**config.mk**
```make
export PLATFORM = sky130hd
export DESIGN_NAME = oba_ram
export DESIGN_NICKNAME = d
export VERILOG_FILES = /design/src/rtl/core/oba_ram.sv
export SDC_FILE = /design/constraint.sdc
export NUM_CORES = 1
export LEC_CHECK = 0
export ABC_AREA = 1
export CAP_MARGIN = 20
export CORE_MARGIN = 2
export CORE_UTILIZATION = 25
export CTS_BUF_LIST = sky130_fd_sc_hd__clkbuf_4 sky130_fd_sc_hd__clkbuf_8
export DETAILED_ROUTE_END_ITERATION = 12
export DONT_BUFFER_PORTS = 1
export PLACE_DENSITY_LB_ADDON = 0.15
export REMOVE_ABC_BUFFERS = 1
export SLEW_MARGIN = 20
export SYNTH_ARGS = -nofsm -noshare
export SYNTH_HDL_FRONTEND = slang
export SYNTH_SLANG_ARGS = --single-unit
```
**constraint.sdc**
```tcl
create_clock -name clk -period 2.09 [get_ports clk]
set_clock_uncertainty 0.05 [all_clocks]
set_input_delay 0.418 -clock clk [delete_from_list [all_inputs] [get_ports clk]]
set_output_delay 0.418 -clock clk [all_outputs]
set_load 0.02 [all_outputs]
```
**src/rtl/core/oba_ram.sv**
```systemverilog
// Generic single-port-write, registered-read RAM.
// No dependencies.
`default_nettype none
module oba_ram #(
  parameter int unsigned WIDTH = 8,
  parameter int unsigned DEPTH = 16
) (
  input  wire logic                     clk,
  input  wire logic                     we,
  input  wire logic [$clog2(DEPTH)-1:0] waddr,
  input  wire logic [WIDTH-1:0]         wdata,
  input  wire logic [$clog2(DEPTH)-1:0] raddr,
  output logic      [WIDTH-1:0]         rdata
);
  logic [WIDTH-1:0] mem [DEPTH];
  always_ff @(posedge clk) begin
    if (we) begin
      mem[waddr] <= wdata;
    end
    rdata <= mem[raddr];
  end
endmodule
`default_nettype wire

```
# Yosys cells after proc, flatten, opt, wreduce, memory -nomap -nowiden
# Memory sizes are Yosys's and may differ from the RTL's. A register that Yosys moved wholly into a read port is not among the register bits.
# Index checks and enable logic that the tools add are counted.
[classes]
muxes = 2
[ops]
columns = ["cell", "n"]
rows = [
  ["1-bit 2-to-1 mux", 2],
]
[word_totals]
reg_bits = 0
ram_bits = 128
inputBits = 18
output_inout_bits = 8
elab_cells = 3
n_memories = 1
[mem_list]
columns = ["memory", "depth", "word_bits", "rd", "rd_clocked_by_memory_dff", "write_ports", "line", "text"]
rows = [
  ["mem", 16, 8, 1, 1, 1, "15", "logic [WIDTH-1:0] mem [DEPTH];"],
]

# Logic depth before layout (Yosys ltp)
# Gate-level depths: netlist of the first run.
[logic_depth]
ltp_word = 2
mapped_depth = 8
mapped_depth_nobuf = 7

# Least setup slack after synthesis of the first run
# No wires, ideal clock.
[synth_timing]
path_type = "input to register"
startpoint = "input waddr[2]"
endpoint = "memory mem[10][0], enable pin"
setup_ns = 0.370
arrival_ns = 0.999
t_required_ns = 1.670
path_slack_ns = 0.671
cell_stages = 2
path_buffers = 0
cell_sequence = "nand3b_1 -> nor2_1"
[synth_lines]
columns = ["element", "line", "text"]
rows = [
  ["start: declaration", "10", "input wire logic [$clog2(DEPTH)-1:0] waddr,"],
  ["end: declaration", "15", ""],
]
# No word-level cell before the write port.

# Final worst setup path of the first run
[layout_timing]
startpoint = "input wdata[6]"
endpoint = "memory mem[4][6] (data pin)"
[layout_lines]
columns = ["element", "line", "text"]
rows = [
  ["start: declaration", "11", "input wire logic [WIDTH-1:0] wdata,"],
]
# No word-level cell before the write port.

==> results of run 1 <==
-- how the worst max path moves through the flow --
stage,startpoint,endpoint,cells after the start
final,wdata[6],mem[4][6],1
after global routing,wdata[7],mem[4][7],1
after CTS,rdata[2],rdata[2],0
after detailed placement,waddr[3],mem[5][1],2
after global placement,waddr[3],mem[5][5],2
after floorplan,raddr[0],rdata[2],6
-- synth_stat cells --
library cell    n
buf_1           1
buf_2          13
buf_4           4
buf_6           6
dfxtp_1         8
edfxtp_1      128
inv_1         100
inv_2           2
nand2_1       173
nand3_1        97
nand3b_1        2
nor2_1         17
-- power groups by stage --
| stage | Sequential (mW) | Combinational, mW | Clock, mW |
|---|---|---|---|
| after floorplan | 3.14 | 0.165 | 0 |
| after global placement | 3.15 | 0.242 | 0 |
| after detailed placement | 3.15 | 0.243 | 0 |
| after CTS | 3.09 | 0.303 | 2.11 |
| after global routing | 3.10 | 0.338 | 2.23 |
| final | 3.09 | 0.295 | 2.06 |
-- registers in the layout, summed over array words and instances (netlist names) --
| name | cells |
|---|---|
| mem | 128 |
| rdata | 8 |
-- per-layer routing --
| layer | share of wire | GRT usage | vias to the layer above |
|---|---|---|---|
| li1 | - | - | 1807 |
| met1 | 0.49 | 0.183 | 1731 |
| met2 | 0.44 | 0.192 | 77 |
| met3 | 0.052 | 0.0339 | 19 |
| met4 | 0.014 | 0.0463 | 4 |
| met5 | 0.0018 | 0 | - |
-- stage by stage --
stage	hold WS (ps)	area, um2	utilization	instances	power, mW
after floorplan	467	5600	-	527	3.31
after global placement	468	6080	0.269	829	3.40
final	72.1	6540	0.289	869	5.44
after detailed placement	468	6080	0.269	829	3.40
after CTS	45.7	6540	0.289	869	5.51
after global routing	46.0	6540	0.289	869	5.66
-- area by class of cell --
type | count | area, um2
Timing Repair Buffer | 25 | 208
Inverter | 102 | 383
Clock inverter | 9 | 78.8
Fill cell | 2329 | 16100
Clock buffer | 23 | 292
Tap cell | 285 | 357
Multi-Input combinational cell | 289 | 1210
Sequential cell | 136 | 4000
-- cell families (layout without fill, tap and decap cells) --
family        count (synthesis)  after routing  synth area share
simple gates                289            289             0.210
flops                       136            136             0.694
buf+inv                     126            159            0.0952
==> summary.md, run 1 <==
| Metric | Value |
|---|---|
| Ant. Diodes | `0` |
| Synth top area share | `0.667` |
| H-tree levels | `4` |
| Skew-Pair Late Insertion Delay | `460 ps` |
| Root Driver | `clkbuf_8` |
| RSZ-0062 raised after global routing | `false` |
| GRT Total Usage | `0.130` |
| Static Leak | `2.73 nW` |
| Slew Viols, Final | `0` |
| First-pass GRT wire length | `22500 um` |
| CTS tree | `done` |
| Die ar. | `24300 um2` |
| Slew of the pin with the lowest slew margin | `865 ps` |
| Clock share of power | `0.378` |
| Power per cell area | `833 nW/um2` |
| Pre-CTS setup slack | `435 ps` |
| Vias per inst | `4.19` |
| IO Port Bufs | `0` |
| Pin count of the biggest net entering global routing | `66` |
| Area contributors post-synth | `edfxtp_1 67%, nand2_1 11%, nand3_1 8.4%` |
| Post-DP HPWL | `9200 um` |
| Synth area leader | `edfxtp_1` |
| # DRC | `0` |
| Avg WL per Cell | `17.1 um` |
| Crit path setup slack, layout | `643 ps` |
| Cells after Synth | `551` |
| Most frequent cells in the layout | `173 x nand2_1, 128 x edfxtp_1, 100 x inv_1` |
| Starting Density | `0.255` |
| Synth cell types | `12` |
| Hold Fails Final Rpt | `0` |
| Initial DRT Pass Iterations | `4` |
| CP max FO | `16` |
| Fmax | `691 MHz` |
| Seq pwr share | `0.568` |
| Worst Setup End Kind | `flop` |
| Max incr delay on CP | `1100 ps` |
| Slew Limit Headroom | `0.421` |
| Yosys reg bits | `136` |
| CP Launch Type | `input port` |
| Hold depth | `2` |
| R2R depth | `6` |
| Switching Power | `1.26 mW` |
| CP cell instances | `dlygate4sd3_1` |
| Routed wire length | `14900 um` |
| Hold Crit Endpoint | `rdata[0]` |
| Antenna Nets Post-Route | `0` |
| Nets@finish | `589` |
| # IOs | `26` |
| TNS Setup | `0 ps` |
| Most common cell after layout, fill and taps aside | `nand2_1` |
| Initial drt markers | `227` |
| Worst-case clock buffer depth | `2` |
| Max stage delay cell, worst path | `dlygate4sd3_1` |
| RR Startpoint | `mem[7][7]` |
| Top delay family on crit path | `buffers and inverters` |
| Critical path type | `input port to flop` |
| Min-Delay Path Class | `input port to flop` |
| Min Tclk post-route | `1450 ps` |
| GR Overflow Total | `0` |
| Die X | `156 um` |
| Final setup vio count | `0` |
| Post-synthesis sequential area ratio | `0.694` |
| CP Data Required Time | `2170 ps` |
| Pint | `4.18 mW` |
| Area delta synth->final | `13.3%` |
| Crit path arrival time | `1530 ps` |
| R2r setup slk | `1000 ps` |
| Die Y | `156 um` |
| YS warnings | `0` |
| Vias | `3638` |
| Gpl congestion | `0.816` |
| Initial antenna violation count | `3` |
| Layout cell share with drive strength beyond 1 | `0.0873` |
| Total CTS buffers | `17` |
| Syn_area_per_cell | `10.5 um2` |
| CTS Hold Buffers Added | `8` |
| # rows | `55` |
| Status | `finished, final reports clean` |
| VDD IR max | `0.000387 V` |
| Total clock sinks | `136` |
| Post-CTS Resized | `0` |
| Sw Share | `0.231` |
| Worst min-delay path startpoint | `raddr[3]` |
| Core area | `22600 um2` |
| Post-Syn Area | `5770 um2` |
| Crit share post-route | `0.692` |
| FF-to-FF End | `rdata[7]` |
| Number of global-route vias before repair | `3641` |
| Buffers & Inverters on Critical Path | `1` |
| Postcts setup bufs | `0` |
| Total of max-cap violations | `0` |
| Gate power share | `0.054` |
| CTS clock-pin slew for the worst setup and hold paths | `80 ps` |
Power figures use the tool's default switching activity.
==> inputs of run 2 (changes only) <==
==> constraint.sdc (replaced) <==
create_clock -name clk -period 1.4 [get_ports clk]
set_clock_uncertainty 0.05 [all_clocks]
set_input_delay 0.28 -clock clk [delete_from_list [all_inputs] [get_ports clk]]
set_output_delay 0.28 -clock clk [all_outputs]
set_load 0.02 [all_outputs]
==> summary.md, run 2 (synthesis gave the netlist of run 1 again) <==
| Metric | Value |
|---|---|
| First-pass GRT wire length | `22200 um (-1.4%)` |
| Avg WL per Cell | `16.5 um (-3.7%)` |
| Biggest register | `mem` |
| Global routing usage on met2 | `0.200 (+0.00780)` |
| Most common cell after layout, fill and taps aside | `nand2_1` |
| Crit path arrival time | `1380 ps (-150 ps)` |
| Max reg flops | `128 (unchanged)` |
| Slew Viols, Final | `0 (unchanged)` |
| Status | `finished, final reports clean` |
| Total clock sinks | `136 (unchanged)` |
| Buffers & Inverters on Critical Path | `1 (unchanged)` |
| Post-CTS Resized | `0 (unchanged)` |
| Vias | `3683 (+1.2%)` |
| Area delta synth->final | `15.9%` |
| Fin cells | `879 (+1.2%)` |
| Power per cell area | `1260 nW/um2 (+52%)` |
| Critical path type | `input port to flop` |
| Ant. Diodes | `0 (unchanged)` |
| Core area | `22600 um2 (unchanged)` |
| Slew Limit Headroom | `0.430 (+0.00904)` |
| Starting Density | `0.255 (unchanged)` |
| Slew of the pin with the lowest slew margin | `852 ps (-13.5 ps)` |
| Top delay family on crit path | `buffers and inverters` |
| Final setup vio count | `0 (unchanged)` |
| Total of max-cap violations | `0 (unchanged)` |
| M3 GR Usage | `0.0244 (-0.00944)` |
| # IOs | `26 (unchanged)` |
| Met1 Track Usage GR | `0.170 (-0.0131)` |
| Min-Delay Path Class | `input port to flop` |
| Fin Hold WS | `31.8 ps (-40.2 ps)` |
| Static Leak | `2.79 nW (+2.3%)` |
| H-tree levels | `4 (unchanged)` |
| Vias per inst | `4.19 (about the same)` |
| Gr busiest metal | `met2` |
| Max stage delay cell, worst path | `dlygate4sd3_1` |
| Root Driver | `clkbuf_8` |
| RSZ-0062 raised after global routing | `false` |
| Die Y | `156 um (unchanged)` |
| Pre-CTS setup slack | `-25.2 ps (-461 ps)` |
| Gpl congestion | `0.745 (-8.7%)` |
| Die X | `156 um (unchanged)` |
| Antenna Nets Post-Route | `0 (unchanged)` |
| Reg area | `4000 um2 (unchanged)` |
| Nets@finish | `599 (+1.7%)` |
| # rows | `55 (unchanged)` |
| Crit share post-route | `0.932` |
| Initial antenna violation count | `0 (-3)` |
| CP max FO | `16 (unchanged)` |
| Post-DP HPWL | `9340 um (+1.6%)` |
| Pin count of the biggest net entering global routing | `66 (unchanged)` |
| Layout cell share with drive strength beyond 1 | `0.0960 (+0.00863)` |
| Worst-case clock buffer depth | `2 (unchanged)` |
| VDD IR max | `0.000544 V (+41%)` |
| CP Data Required Time | `1480 ps (-690 ps)` |
| Fillers | `2319 (-0.43%)` |
| CTS clock-pin slew for the worst setup and hold paths | `70 ps (about the same)` |
| IO Port Bufs | `0 (unchanged)` |
| Die ar. | `24300 um2 (unchanged)` |
| Power, Total | `8.45 mW (+55%)` |
| Fmax | `766 MHz` |
| CTS tree | `done` |
| Regs by FF count | `mem x128, rdata x8` |
| Worst Setup End Kind | `flop` |
| Skew-Pair Late Insertion Delay | `450 ps (about the same)` |
| Initial drt markers | `295 (+30%)` |
| Routed wire length | `14500 um (-2.6%)` |
| Max incr delay on CP | `1090 ps (about the same)` |
| Number of global-route vias before repair | `3736 (+2.6%)` |
| Most frequent cells in the layout | `173 x nand2_1, 128 x edfxtp_1, 100 x inv_1` |
| Postcts setup bufs | `0 (unchanged)` |
| GR Overflow Total | `0 (unchanged)` |
| Total CTS buffers | `17 (unchanged)` |
| Hold Fails Final Rpt | `0 (unchanged)` |
| # DRC | `0 (unchanged)` |
| Initial DRT Pass Iterations | `4 (unchanged)` |
| Min Tclk post-route | `1300 ps` |
| TNS Setup | `0 ps (unchanged)` |
| Crit path setup slack, layout | `95.2 ps (-548 ps)` |
| Placed Instances | `837 (+0.97%)` |
| CP cell instances | `dlygate4sd3_1` |
| Area of the multi-input gates | `1210 um2 (unchanged)` |
| GRT Total Usage | `0.126 (-0.00393)` |
| CP Launch Type | `input port` |
## run 2: cell type report
| cell class | count | area share |
|---|---|---|
| sequential | 136 | 0.599 |
| multi-input combinational | 289 | 0.182 |
| inverter | 102 | 0.0573 |
| tap | 285 | 0.0533 |
| timing repair buffer | 35 | 0.0468 |
| clock buffer | 18 | 0.0361 |
| clock inverter | 14 | 0.0260 |
## run 2: routing by layer
metal  part of all wire  up-vias
li1                   -     1830
met1               0.49     1773
met2               0.47       60
met3              0.028       20
met4              0.016        0
met5                  0        -
## run 2: per-stage QoR
step | area (um2) | util
after floorplan | 5600 | -
after CTS | 6690 | 0.295
after global routing | 6690 | 0.295
final | 6690 | 0.295
after detailed placement | 6170 | 0.273
after global placement | 6170 | 0.273
## run 2: final timing paths
path | startpoint | to | slack [ps] | cells after the start
worst max-delay path | wdata[6] | mem[8][6] | 100 | 1
worst min-delay path | raddr[2] | rdata[7] | 30 | 3
worst max register to register | mem[4][7] | rdata[7] | 330 | 6
worst min register to register | mem[10][2] | rdata[2] | 650 | 6
## run 2: where the power goes
part	internal (mW)	leakage [nW]	switching, mW
clock	1.79	0.196	1.58
sequential	4.55	1.22	0.0654
combinational	0.155	1.37	0.315
## run 2: what timing repair did
item,in CTS,in global routing
hold buffers,10,0
endpoints found under the hold margin,136,0
setup endpoints to repair,0,0
